File: src/hdl/assert_macros.svh
// Assertion macros shared by the stack unit RTL.
// No dependencies; included by files that carry concurrent assertions.
`ifndef ASSERT_MACROS_SVH
`define ASSERT_MACROS_SVH

// same-cycle implication
`define ASSERT_IMPLIES(label, clk, rst_n, ante, cons) \
    label: assert property (@(posedge clk) disable iff (!rst_n) (ante) |-> (cons)) \
        else $error("implication check failed");

// next-cycle implication
`define ASSERT_NEXT(label, clk, rst_n, ante, cons) \
    label: assert property (@(posedge clk) disable iff (!rst_n) (ante) |=> (cons)) \
        else $error("next-cycle check failed");

`endif

File: src/hdl/fsu_pkg.sv
// Types and codes for the Forth stack unit.
// No dependencies; used by fsu_alu and forth_stack_unit.
package fsu_pkg;

    typedef enum logic [3:0] {
        PRIM_DROP    = 4'd0,
        PRIM_SWAP    = 4'd1,
        PRIM_DUP     = 4'd2,
        PRIM_ROT     = 4'd3,
        PRIM_ADD     = 4'd4,
        PRIM_SUB     = 4'd5,
        PRIM_MUL     = 4'd6,
        PRIM_DIV     = 4'd7,
        PRIM_NOT     = 4'd8,
        PRIM_EQ      = 4'd9,
        PRIM_TO_R    = 4'd10,
        PRIM_FROM_R  = 4'd11,
        PRIM_COPY_R  = 4'd12,
        PRIM_LITERAL = 4'd13,
        PRIM_ZBRANCH = 4'd14
    } t_prim;

    typedef enum logic [1:0] {
        ERR_OK        = 2'd0,
        ERR_UNDERFLOW = 2'd1,
        ERR_OVERFLOW  = 2'd2,
        ERR_DIV_ZERO  = 2'd3
    } t_err;

    typedef enum logic [1:0] {
        ALU_ADD = 2'd0,
        ALU_SUB = 2'd1,
        ALU_MUL = 2'd2,
        ALU_DIV = 2'd3
    } t_alu_op;

    typedef struct packed {
        logic    start;
        t_alu_op op;
    } t_alu_ctl;

    typedef struct packed {
        logic [3:0]         req_type;
        logic signed [15:0] inline_value;
    } t_in_item;

    typedef struct packed {
        logic signed [15:0] top_value;
        logic [5:0]         data_depth;
        logic [5:0]         return_depth;
        logic               branch_taken;
        logic [1:0]         error_code;
    } t_out_item;

endpackage

File: src/hdl/fsu_stack.sv
// Stack cell memory: one write port, one read port with registered data.
// No dependencies; instanced twice by forth_stack_unit.
module fsu_stack #(
    parameter int WIDTH = 16,
    parameter int DEPTH = 32
) (
    input  logic                     i_clk,
    input  logic                     i_wr_en,
    input  logic [$clog2(DEPTH)-1:0] i_wr_addr,
    input  logic [WIDTH-1:0]         i_wr_data,
    input  logic [$clog2(DEPTH)-1:0] i_rd_addr,
    output logic [WIDTH-1:0]         o_rd_data
);

    logic [WIDTH-1:0] r_mem [DEPTH];
    logic [WIDTH-1:0] r_rd_data;

    always_ff @(posedge i_clk) begin
        if (i_wr_en) begin
            r_mem[i_wr_addr] <= i_wr_data;
        end
        r_rd_data <= r_mem[i_rd_addr];
    end

    assign o_rd_data = r_rd_data;

endmodule

File: src/hdl/fsu_alu.sv
// Shared iterative arithmetic unit: add, subtract, shift-add multiply and
// restoring signed divide over one adder. Depends on fsu_pkg, assert_macros.svh.
`include "assert_macros.svh"

module fsu_alu #(
    parameter int CELL_BITS = 16
) (
    input  logic                 i_clk,
    input  logic                 i_rst_n,
    input  fsu_pkg::t_alu_ctl    i_ctl,
    input  logic [CELL_BITS-1:0] i_a,
    input  logic [CELL_BITS-1:0] i_b,
    output logic                 o_done,
    output logic [CELL_BITS-1:0] o_result
);

    localparam int SW    = CELL_BITS + 2;
    localparam int CNT_W = $clog2(CELL_BITS);

    typedef enum logic [2:0] {
        S_IDLE, S_ADD, S_MUL, S_ABSA, S_ABSB, S_DIV, S_FIX, S_DONE
    } t_state;

    t_state             r_state;
    fsu_pkg::t_alu_op   r_op;
    logic [CELL_BITS-1:0] r_x;
    logic [CELL_BITS-1:0] r_m;
    logic [CELL_BITS:0]   r_acc;
    logic [CNT_W-1:0]     r_cnt;
    logic                 r_neg;

    logic [SW-1:0]        ax;
    logic [SW-1:0]        ay;
    logic [SW-1:0]        sum;
    logic                 inv;
    logic [CELL_BITS:0]   rem_shift;

    assign rem_shift = {r_acc[CELL_BITS-1:0], r_x[CELL_BITS-1]};

    always_comb begin
        ax  = '0;
        ay  = SW'(r_x);
        inv = 1'b1;
        case (r_state)
            S_ADD: begin
                ax  = SW'(r_x);
                ay  = SW'(r_m);
                inv = (r_op == fsu_pkg::ALU_SUB);
            end
            S_MUL: begin
                ax  = SW'(r_acc[CELL_BITS-1:0]);
                ay  = r_x[0] ? SW'(r_m) : '0;
                inv = 1'b0;
            end
            S_ABSB: begin
                ay = SW'(r_m);
            end
            S_DIV: begin
                ax = SW'(rem_shift);
                ay = SW'(r_m);
            end
            default: begin
                ax = '0;
            end
        endcase
        sum = ax + (ay ^ {SW{inv}}) + SW'(inv);
    end

    always_ff @(posedge i_clk) begin
        if (!i_rst_n) begin
            r_state <= S_IDLE;
        end else begin
            case (r_state)
                S_IDLE: begin
                    if (i_ctl.start) begin
                        r_op  <= i_ctl.op;
                        r_x   <= i_a;
                        r_m   <= i_b;
                        r_acc <= '0;
                        r_cnt <= CNT_W'(CELL_BITS - 1);
                        r_neg <= i_a[CELL_BITS-1] ^ i_b[CELL_BITS-1];
                        case (i_ctl.op)
                            fsu_pkg::ALU_MUL: r_state <= S_MUL;
                            fsu_pkg::ALU_DIV: r_state <= S_ABSA;
                            default:          r_state <= S_ADD;
                        endcase
                    end
                end
                S_ADD: begin
                    r_x     <= sum[CELL_BITS-1:0];
                    r_state <= S_DONE;
                end
                S_MUL: begin
                    r_acc <= {1'b0, sum[CELL_BITS-1:0]};
                    r_x   <= r_x >> 1;
                    r_m   <= r_m << 1;
                    r_cnt <= r_cnt - CNT_W'(1);
                    if (r_cnt == '0) begin
                        r_state <= S_DONE;
                    end
                end
                S_ABSA: begin
                    if (r_x[CELL_BITS-1]) begin
                        r_x <= sum[CELL_BITS-1:0];
                    end
                    r_state <= S_ABSB;
                end
                S_ABSB: begin
                    if (r_m[CELL_BITS-1]) begin
                        r_m <= sum[CELL_BITS-1:0];
                    end
                    r_state <= S_DIV;
                end
                S_DIV: begin
                    if (!sum[SW-1]) begin
                        r_acc <= sum[CELL_BITS:0];
                        r_x   <= {r_x[CELL_BITS-2:0], 1'b1};
                    end else begin
                        r_acc <= rem_shift;
                        r_x   <= {r_x[CELL_BITS-2:0], 1'b0};
                    end
                    r_cnt <= r_cnt - CNT_W'(1);
                    if (r_cnt == '0) begin
                        r_state <= S_FIX;
                    end
                end
                S_FIX: begin
                    if (r_neg) begin
                        r_x <= sum[CELL_BITS-1:0];
                    end
                    r_state <= S_DONE;
                end
                default: begin
                    r_state <= S_IDLE;
                end
            endcase
        end
    end

    assign o_done   = (r_state == S_DONE);
    assign o_result = (r_op == fsu_pkg::ALU_MUL) ? r_acc[CELL_BITS-1:0] : r_x;

    `ASSERT_IMPLIES(a_start_when_idle, i_clk, i_rst_n, i_ctl.start, r_state == S_IDLE)
    `ASSERT_NEXT(a_start_runs, i_clk, i_rst_n, i_ctl.start, r_state != S_IDLE)
    `ASSERT_NEXT(a_done_pulse, i_clk, i_rst_n, o_done, !o_done)

endmodule

File: src/hdl/forth_stack_unit.sv
// Forth primitive engine: sequencer over a data stack memory, a return stack
// memory and one shared arithmetic unit. Depends on fsu_pkg, fsu_stack, fsu_alu.
//
//  channel  direction  handshake                  payload
//  in       into unit  i_in_valid / o_in_stall    i_in_data  (fsu_pkg::t_in_item)
//  out      from unit  o_out_valid / i_out_stall  o_out_data (fsu_pkg::t_out_item)
//
// One primitive at a time. From accept, each cell read from a stack memory (0..3)
// passes a read and a capture state; then come execute, a wait on the shared
// unit for add/sub/mul/div, the cell writes (0..3) with the depth update and a
// top-of-stack read. Underflow or overflow rejects it and skips to the writes.
// Reset clears both depths; no clearing pass over the cell memories.
// The result register holds while o_out_valid is stalled; the next primitive
// may be accepted meanwhile and waits at its end for the register to free.
`include "assert_macros.svh"

module forth_stack_unit #(
    parameter int CELL_BITS    = 16,
    parameter int DATA_DEPTH   = 32,
    parameter int RETURN_DEPTH = 32
) (
    input  logic               i_clk,
    input  logic               i_rst_n,
    input  logic               i_in_valid,
    output logic               o_in_stall,
    input  fsu_pkg::t_in_item  i_in_data,
    output logic               o_out_valid,
    input  logic               i_out_stall,
    output fsu_pkg::t_out_item o_out_data
);

    localparam int DAW = $clog2(DATA_DEPTH);
    localparam int RAW = $clog2(RETURN_DEPTH);
    localparam int DCW = $clog2(DATA_DEPTH + 1);
    localparam int RCW = $clog2(RETURN_DEPTH + 1);

    typedef enum logic [3:0] {
        ST_IDLE, ST_RD, ST_CAP, ST_EXEC, ST_ALU, ST_WR, ST_TOP, ST_TOPC
    } t_state;

    t_state               r_state;
    fsu_pkg::t_prim       r_op;
    logic signed [15:0]   r_lit;
    logic [DCW-1:0]       r_dcnt;
    logic [RCW-1:0]       r_rcnt;
    logic [DCW-1:0]       r_base;
    logic [RCW-1:0]       r_rcnt_nx;
    logic [1:0]           r_nrd;
    logic [1:0]           r_ridx;
    logic [1:0]           r_nwr;
    logic [1:0]           r_widx;
    logic                 r_is_ret;
    logic                 r_rwr;
    logic [CELL_BITS-1:0] r_a;
    logic [CELL_BITS-1:0] r_b;
    logic [CELL_BITS-1:0] r_c;
    logic [CELL_BITS-1:0] r_w0;
    logic [CELL_BITS-1:0] r_w1;
    logic [CELL_BITS-1:0] r_w2;
    fsu_pkg::t_err        r_err;
    logic                 r_taken;
    logic                 r_alu_start;
    logic                 r_out_valid;
    fsu_pkg::t_out_item   r_out;

    // decode of the incoming primitive
    logic [1:0]           dec_dneed;
    logic                 dec_dgrow;
    logic                 dec_rneed;
    logic                 dec_rgrow;
    logic [1:0]           dec_nrd;
    logic                 dec_is_ret;
    logic                 dec_known;
    fsu_pkg::t_err        dec_err;

    logic                 d_wr_en;
    logic [DCW-1:0]       d_wr_idx;
    logic [CELL_BITS-1:0] d_wr_data;
    logic [DCW-1:0]       d_rd_idx;
    logic [CELL_BITS-1:0] d_rd_data;
    logic                 r_wr_en;
    logic [RCW-1:0]       r_rd_idx;
    logic [CELL_BITS-1:0] r_rd_data;

    fsu_pkg::t_alu_ctl    alu_ctl;
    logic                 alu_done;
    logic [CELL_BITS-1:0] alu_result;

    logic                 in_accept;
    logic                 out_free;

    always_comb begin
        dec_dneed  = 2'd0;
        dec_dgrow  = 1'b0;
        dec_rneed  = 1'b0;
        dec_rgrow  = 1'b0;
        dec_nrd    = 2'd0;
        dec_is_ret = 1'b0;
        dec_known  = 1'b1;
        case (fsu_pkg::t_prim'(i_in_data.req_type))
            fsu_pkg::PRIM_DROP: begin
                dec_dneed = 2'd1;
            end
            fsu_pkg::PRIM_NOT, fsu_pkg::PRIM_ZBRANCH: begin
                dec_dneed = 2'd1;
                dec_nrd   = 2'd1;
            end
            fsu_pkg::PRIM_SWAP, fsu_pkg::PRIM_ADD, fsu_pkg::PRIM_SUB,
            fsu_pkg::PRIM_MUL, fsu_pkg::PRIM_DIV, fsu_pkg::PRIM_EQ: begin
                dec_dneed = 2'd2;
                dec_nrd   = 2'd2;
            end
            fsu_pkg::PRIM_DUP: begin
                dec_dneed = 2'd1;
                dec_dgrow = 1'b1;
                dec_nrd   = 2'd1;
            end
            fsu_pkg::PRIM_ROT: begin
                dec_dneed = 2'd3;
                dec_nrd   = 2'd3;
            end
            fsu_pkg::PRIM_TO_R: begin
                dec_dneed = 2'd1;
                dec_rgrow = 1'b1;
                dec_nrd   = 2'd1;
            end
            fsu_pkg::PRIM_FROM_R, fsu_pkg::PRIM_COPY_R: begin
                dec_rneed  = 1'b1;
                dec_dgrow  = 1'b1;
                dec_nrd    = 2'd1;
                dec_is_ret = 1'b1;
            end
            fsu_pkg::PRIM_LITERAL: begin
                dec_dgrow = 1'b1;
            end
            default: begin
                dec_known = 1'b0;
            end
        endcase

        if (r_dcnt < DCW'(dec_dneed) || (dec_rneed && r_rcnt == '0)) begin
            dec_err = fsu_pkg::ERR_UNDERFLOW;
        end else if ((dec_dgrow && r_dcnt >= DCW'(DATA_DEPTH)) ||
                     (dec_rgrow && r_rcnt >= RCW'(RETURN_DEPTH))) begin
            dec_err = fsu_pkg::ERR_OVERFLOW;
        end else begin
            dec_err = fsu_pkg::ERR_OK;
        end
    end

    assign in_accept = i_in_valid && !o_in_stall;
    assign out_free  = !r_out_valid || !i_out_stall;

    // memory port control
    always_comb begin
        d_wr_en  = (r_state == ST_WR) && (r_widx < r_nwr);
        d_wr_idx = r_base + DCW'(r_widx);
        case (r_widx)
            2'd0:    d_wr_data = r_w0;
            2'd1:    d_wr_data = r_w1;
            default: d_wr_data = r_w2;
        endcase
        d_rd_idx = r_dcnt - DCW'(1) - ((r_state == ST_RD) ? DCW'(r_ridx) : DCW'(0));
        r_wr_en  = (r_state == ST_WR) && (r_widx >= r_nwr) && r_rwr;
        r_rd_idx = r_rcnt - RCW'(1);
    end

    always_comb begin
        alu_ctl.start = r_alu_start;
        case (r_op)
            fsu_pkg::PRIM_ADD: alu_ctl.op = fsu_pkg::ALU_ADD;
            fsu_pkg::PRIM_SUB: alu_ctl.op = fsu_pkg::ALU_SUB;
            fsu_pkg::PRIM_MUL: alu_ctl.op = fsu_pkg::ALU_MUL;
            default:           alu_ctl.op = fsu_pkg::ALU_DIV;
        endcase
    end

    fsu_stack #(
        .WIDTH (CELL_BITS),
        .DEPTH (DATA_DEPTH)
    ) u_data_stack (
        .i_clk     (i_clk),
        .i_wr_en   (d_wr_en),
        .i_wr_addr (d_wr_idx[DAW-1:0]),
        .i_wr_data (d_wr_data),
        .i_rd_addr (d_rd_idx[DAW-1:0]),
        .o_rd_data (d_rd_data)
    );

    fsu_stack #(
        .WIDTH (CELL_BITS),
        .DEPTH (RETURN_DEPTH)
    ) u_return_stack (
        .i_clk     (i_clk),
        .i_wr_en   (r_wr_en),
        .i_wr_addr (r_rcnt[RAW-1:0]),
        .i_wr_data (r_a),
        .i_rd_addr (r_rd_idx[RAW-1:0]),
        .o_rd_data (r_rd_data)
    );

    fsu_alu #(
        .CELL_BITS (CELL_BITS)
    ) u_alu (
        .i_clk    (i_clk),
        .i_rst_n  (i_rst_n),
        .i_ctl    (alu_ctl),
        .i_a      (r_a),
        .i_b      (r_b),
        .o_done   (alu_done),
        .o_result (alu_result)
    );

    always_ff @(posedge i_clk) begin
        if (!i_rst_n) begin
            r_state     <= ST_IDLE;
            r_dcnt      <= '0;
            r_rcnt      <= '0;
            r_alu_start <= 1'b0;
            r_out_valid <= 1'b0;
        end else begin
            r_alu_start <= 1'b0;
            if (r_out_valid && !i_out_stall) begin
                r_out_valid <= 1'b0;
            end

            case (r_state)
                ST_IDLE: begin
                    if (in_accept) begin
                        r_op      <= fsu_pkg::t_prim'(i_in_data.req_type);
                        r_lit     <= i_in_data.inline_value;
                        r_err     <= dec_err;
                        r_taken   <= 1'b0;
                        r_nrd     <= dec_nrd;
                        r_is_ret  <= dec_is_ret;
                        r_ridx    <= 2'd0;
                        r_widx    <= 2'd0;
                        r_nwr     <= 2'd0;
                        r_rwr     <= 1'b0;
                        r_base    <= r_dcnt;
                        r_rcnt_nx <= r_rcnt;
                        if (dec_err != fsu_pkg::ERR_OK || !dec_known) begin
                            r_state <= ST_WR;
                        end else if (dec_nrd != 2'd0) begin
                            r_state <= ST_RD;
                        end else begin
                            r_state <= ST_EXEC;
                        end
                    end
                end
                ST_RD: begin
                    r_state <= ST_CAP;
                end
                ST_CAP: begin
                    case (r_ridx)
                        2'd0:    r_a <= r_is_ret ? r_rd_data : d_rd_data;
                        2'd1:    r_b <= d_rd_data;
                        default: r_c <= d_rd_data;
                    endcase
                    r_ridx <= r_ridx + 2'd1;
                    if (r_ridx + 2'd1 == r_nrd) begin
                        r_state <= ST_EXEC;
                    end else begin
                        r_state <= ST_RD;
                    end
                end
                ST_EXEC: begin
                    r_state <= ST_WR;
                    case (r_op)
                        fsu_pkg::PRIM_DROP: begin
                            r_base <= r_dcnt - DCW'(1);
                        end
                        fsu_pkg::PRIM_SWAP: begin
                            r_base <= r_dcnt - DCW'(2);
                            r_w0   <= r_a;
                            r_w1   <= r_b;
                            r_nwr  <= 2'd2;
                        end
                        fsu_pkg::PRIM_DUP: begin
                            r_w0  <= r_a;
                            r_nwr <= 2'd1;
                        end
                        fsu_pkg::PRIM_ROT: begin
                            r_base <= r_dcnt - DCW'(3);
                            r_w0   <= r_b;
                            r_w1   <= r_a;
                            r_w2   <= r_c;
                            r_nwr  <= 2'd3;
                        end
                        fsu_pkg::PRIM_ADD, fsu_pkg::PRIM_SUB, fsu_pkg::PRIM_MUL: begin
                            r_base      <= r_dcnt - DCW'(2);
                            r_nwr       <= 2'd1;
                            r_alu_start <= 1'b1;
                            r_state     <= ST_ALU;
                        end
                        fsu_pkg::PRIM_DIV: begin
                            if (r_b == '0) begin
                                r_err <= fsu_pkg::ERR_DIV_ZERO;
                            end else begin
                                r_base      <= r_dcnt - DCW'(2);
                                r_nwr       <= 2'd1;
                                r_alu_start <= 1'b1;
                                r_state     <= ST_ALU;
                            end
                        end
                        fsu_pkg::PRIM_NOT: begin
                            r_base <= r_dcnt - DCW'(1);
                            r_w0   <= CELL_BITS'(r_a == '0);
                            r_nwr  <= 2'd1;
                        end
                        fsu_pkg::PRIM_EQ: begin
                            r_base <= r_dcnt - DCW'(2);
                            r_w0   <= CELL_BITS'(r_a == r_b);
                            r_nwr  <= 2'd1;
                        end
                        fsu_pkg::PRIM_TO_R: begin
                            r_base    <= r_dcnt - DCW'(1);
                            r_rwr     <= 1'b1;
                            r_rcnt_nx <= r_rcnt + RCW'(1);
                        end
                        fsu_pkg::PRIM_FROM_R: begin
                            r_w0      <= r_a;
                            r_nwr     <= 2'd1;
                            r_rcnt_nx <= r_rcnt - RCW'(1);
                        end
                        fsu_pkg::PRIM_COPY_R: begin
                            r_w0  <= r_a;
                            r_nwr <= 2'd1;
                        end
                        fsu_pkg::PRIM_LITERAL: begin
                            r_w0  <= CELL_BITS'(r_lit);
                            r_nwr <= 2'd1;
                        end
                        fsu_pkg::PRIM_ZBRANCH: begin
                            r_base  <= r_dcnt - DCW'(1);
                            r_taken <= (r_a == '0);
                        end
                        default: begin
                            r_base <= r_dcnt;
                        end
                    endcase
                end
                ST_ALU: begin
                    if (alu_done) begin
                        r_w0    <= alu_result;
                        r_state <= ST_WR;
                    end
                end
                ST_WR: begin
                    if (r_widx < r_nwr) begin
                        r_widx <= r_widx + 2'd1;
                    end else begin
                        r_dcnt  <= r_base + DCW'(r_nwr);
                        r_rcnt  <= r_rcnt_nx;
                        r_state <= ST_TOP;
                    end
                end
                ST_TOP: begin
                    r_state <= ST_TOPC;
                end
                ST_TOPC: begin
                    if (out_free) begin
                        r_out_valid        <= 1'b1;
                        r_out.top_value    <= (r_dcnt == '0) ? 16'sd0 : 16'(d_rd_data);
                        r_out.data_depth   <= 6'(r_dcnt);
                        r_out.return_depth <= 6'(r_rcnt);
                        r_out.branch_taken <= r_taken;
                        r_out.error_code   <= r_err;
                        r_state            <= ST_IDLE;
                    end
                end
                default: begin
                    r_state <= ST_IDLE;
                end
            endcase
        end
    end

    assign o_in_stall  = (r_state != ST_IDLE);
    assign o_out_valid = r_out_valid;
    assign o_out_data  = r_out;

    `ASSERT_NEXT(a_accept_leaves_idle, i_clk, i_rst_n, in_accept, r_state != ST_IDLE)
    `ASSERT_IMPLIES(a_depth_bound, i_clk, i_rst_n, 1'b1, r_dcnt <= DCW'(DATA_DEPTH) && r_rcnt <= RCW'(RETURN_DEPTH))
    `ASSERT_IMPLIES(a_alu_done_in_wait, i_clk, i_rst_n, alu_done, r_state == ST_ALU)
    `ASSERT_NEXT(a_error_keeps_depth, i_clk, i_rst_n, r_state == ST_WR && r_err != fsu_pkg::ERR_OK, r_dcnt == $past(r_dcnt) && r_rcnt == $past(r_rcnt))

endmodule

File: config.mk
export PLATFORM = sky130hd
export DESIGN_NAME = forth_stack_unit
export DESIGN_NICKNAME = d
export VERILOG_FILES = /design/src/hdl/fsu_pkg.sv /design/src/hdl/fsu_stack.sv /design/src/hdl/fsu_alu.sv /design/src/hdl/forth_stack_unit.sv
export VERILOG_INCLUDE_DIRS = /design/src /design/src/hdl
export SDC_FILE = /design/constraint.sdc
export NUM_CORES = 2
export LEC_CHECK = 0
export ABC_AREA = 1
export BUFFER_PORTS_ARGS = -buffer_cell sky130_fd_sc_hd__buf_2
export CAP_MARGIN = 0
export CORE_MARGIN = 4
export CORE_UTILIZATION = 55
export DETAILED_ROUTE_END_ITERATION = 6
export PLACE_DENSITY_LB_ADDON = 0.08
export SYNTH_ARGS = -nofsm -noshare
export SYNTH_HDL_FRONTEND = slang
export SYNTH_SLANG_ARGS = --single-unit
File: constraint.sdc
create_clock -name i_clk -period 10.65 [get_ports i_clk]
set_input_delay 2.13 -clock i_clk [delete_from_list [all_inputs] [get_ports i_clk]]
set_output_delay 2.13 -clock i_clk [all_outputs]
set_load 0.005 [all_outputs]
==> results.yml <==
grt:
  grt_max_degree: 127
  grtUsageTotal: 0.2913
  grt_overflow: 0
  grt_pass1_wl_um: 225500
  antenna_found_initial: 4
  grt_pass1_vias: 34948
synthesis:
  netlist_area_mm2: 0.05427
  yosysMostFrequentCell: "edfxtp_1"
  synth.distinct_cells: 55
  synth_top_family_by_area: "compound AO/OA/AOI/OAI gates"
  ys_ff_latch: 1303
  ys_top_cells_by_area: "edfxtp_1 69%, o21ai_0 5.8%, nor2_1 5.1%"
  synth_flop_cell: "edfxtp_1"
  async_flop_share: 0
  synth_xor_xnor_area_share: 0.009198
  synth_top_cell_by_area: "edfxtp_1"
  synth.top_cell.area_share: 0.6922
  synthCells: 4485
  avgSynthCellArea_um2: 12.10
  synth.yosys.seq_area_share: 0.7113
  synth_edf_count: 1251
  synth_compound_area_frac: 0.1284
  synth_nets: 4552
  synth_common_cells: "1,251 x edfxtp_1, 735 x nor2_1, 632 x o21ai_0, 474 x nand2_1, 244 x clkbuf_1"
  yosys_warnings: 0
  synth-adder-area-share: 0.01047
  muxShareOfSynthArea: 0.003320
  synth-simple-area-share: 0.1033
worst_setup_path:
  timing_worst_setup_path_type: "reg2reg"
  start_kind: "flip-flop"
  critPathMaxFanout: 75
  cp.required_ns: 11.28
  r2r_start: "r_state[0]$_SDFFE_PN0P_"
  reg2reg_depth: 12
  rrSetupSlack_ns: 5.33
  cp.arrival_ns: 5.95
  r2r_end: "u_data_stack.o_rd_data[1]$_DFF_P_"
  end_kind: "flip-flop"
  startpoint: "r_state[0]$_SDFFE_PN0P_"
clock_tree:
  cts_max_path_buffers: 3
  cts_tree: "yes"
  h-tree-depth: 4
  postCtsHoldBufs: 0
  clock_tree.root_cell: "clkbuf_16"
  cts.sinks: 1303
  post_cts_buffers: 0
  clk_latency_ns: 0.75
  path_clk_slew_ns: 0.06
  numCtsBuffers: 136
  cts_resized: 0
die:
  coreArea_mm2: 0.09728
  initial_core_util: 0.5579
  die_x_um: 322.1
  dieArea_mm2: 0.1038
  io_pins: 57
  die_y_um: 322.1
  rows: 114
routing:
  drtPass1Iterations: 6
  wl_per_cell_um: 25.57
  drc: 0
  drtIter0Drc: 5035
  vias: 36832
  via_per_inst: 6.206
  wl_um: 151700
  detail-route-antenna-nets: 0
timing:
  min_period_ns: 5.325
  finClkSkew_ns: 0.02975
  fmax_mhz: 187.8
  setup_viol: 0
  hold_viol_final: 0
  relSlewSlack: 0.1359
  hold_ws_ns: 0.4134
  setup_tns_ns: 0
  worst_pin_slew_ns: 1.293
  drv_slew: 0
  rsz0062_at_grt: "no"
  fin_ws_ns: 5.325
  final.period_utilization: 0.5000
finish:
  postLayoutCellArea_mm2: 0.06060
  final_nets: 4615
  post-route-util: 0.6229
  syn_to_final_growth_pct: 11.65
  n_fill_cell: 7589
  layout-drive-gt1-share: 0.09682
pwr:
  vdd_drop_max_mv: 0.2230
  p_per_area_mw_per_mm2: 275.7
  p_leak_nw: 20.98
worst_hold_path:
  hold_path_class: "reg2reg"
  worstHoldPathCells: 0
  hold_start: "r_c[15]$_DFFE_PP_"
  hold_end: "r_w2[15]$_DFFE_PP_"
status:
  status: "finished clean"
place:
  port_buffers: 56
  post-place-ws_ns: 5.352
  gp_congestion: 0.9177
  hpwl_um: 92170
  placed_area_mm2: 0.05630
job:
  cap_violations: 0
## sequential cells by signal, summed over array words and instances, names as in the netlist, 6 cells and up
name,flops
u_alu.r_m,16
u_return_stack.o_rd_data,16
u_return_stack.r_mem,512
r_base,6
r_b,16
r_rcnt_nx,6
u_data_stack.o_rd_data,16
r_w0,16
r_c,16
r_w1,16
u_alu.r_x,16
r_a,16
r_dcnt,6
r_w2,16
u_data_stack.r_mem,512
r_rcnt,6
r_lit,16
o_out_data,31
u_alu.r_acc,16
## through the flow
| step | instances | power [mW] |
|---|---|---|
| final | 5935 | 16.70 |
| after CTS | 5934 | 16.71 |
| after floorplan | 4485 | 10.15 |
| after global placement | 5686 | 12.09 |
| after global routing | 5934 | 17.56 |
| after detailed placement | 5686 | 12.13 |
## layout make-up
cell class	instances	area (um2)	share of cell area
sequential	1303	38610	0.6372
multi-input combinational	2700	13980	0.2306
clock buffer	177	3662	0.06044
tap	1276	1597	0.02635
timing repair buffer	190	1286	0.02123
inverter	217	829.5	0.01369
clock inverter	71	633.1	0.01045
antenna	1	2.502	0.00004130
## worst max-delay path: stages, from the launching register on
cell and delay [ns]:
dfxtp_1 0.42, inv_1 0.12, nor4_1 0.48, ha_4 0.20, inv_1 0.07, fa_4 1.41, clkinv_2 0.90, buf_4 0.62
o21ai_0 0.20, o22ai_1 0.10, nand2_1 0.14, nand3_1 0.13, a32o_1 0.26
## where the power goes
group / leakage (nW) / switching, mW / internal (mW)
sequential: 11.7 / 0.295 / 6.19
clock: 2.09 / 1.99 / 2.60
combinational: 7.16 / 4.02 / 1.61
## placed cells by master, fill, tap and decap left out, types with 9 or more instances in the layout
| master | count |
|---|---|
| edfxtp_1 | 1251 |
| nor2_1 | 731 |
| o21ai_0 | 632 |
| nand2_1 | 471 |
| inv_1 | 203 |
| o22ai_1 | 196 |
| clkbuf_16 | 140 |
| buf_4 | 134 |
| nand3_1 | 131 |
| o221ai_1 | 93 |
| a21oi_1 | 83 |
| buf_2 | 56 |
| dfxtp_1 | 51 |
| xor2_1 | 37 |
| a31oi_1 | 37 |
| ha_1 | 37 |
| clkbuf_1 | 35 |
| o211ai_1 | 34 |
| clkinv_2 | 27 |
| clkinv_1 | 26 |
| a22oi_1 | 25 |
| a211oi_1 | 18 |
| a32o_1 | 16 |
| mux2_2 | 16 |
| xnor2_1 | 15 |
| a221oi_1 | 15 |
| nor3_1 | 14 |
| nor4_1 | 12 |
| nand2_2 | 11 |
| nand4_1 | 9 |
## metal layers
| metal | track usage | wire [um] |
|---|---|---|
| met5 | 0 | 27 |
| met4 | 0.09834 | 5054 |
| met3 | 0.05132 | 14040 |
| met2 | 0.4556 | 69950 |
| met1 | 0.4197 | 62670 |
## worst max-delay path by stage
stage | end | slack, ns | cells past startpoint
after floorplan | o_out_data[0]$_DFFE_PP_ | 6.23 | 4
after global placement | u_data_stack.o_rd_data[7]$_DFF_P_ | 5.38 | 12
after detailed placement | u_data_stack.o_rd_data[12]$_DFF_P_ | 5.35 | 12
after CTS | u_data_stack.o_rd_data[12]$_DFF_P_ | 5.33 | 12
after global routing | u_data_stack.o_rd_data[7]$_DFF_P_ | 4.95 | 12
final | u_data_stack.o_rd_data[1]$_DFF_P_ | 5.33 | 12
## logic make-up (layout without fill, tap and decap cells)
family,Yosys count,in the layout
buf+inv,482,655
fa+ha+maj,43,43
xor+xnor,57,57
compound gates,1179,1179
simple gates,1405,1405
flops,1303,1303
other cells,0,1
mux,16,16
No activity file was read; power rests on OpenSTA's default activity.
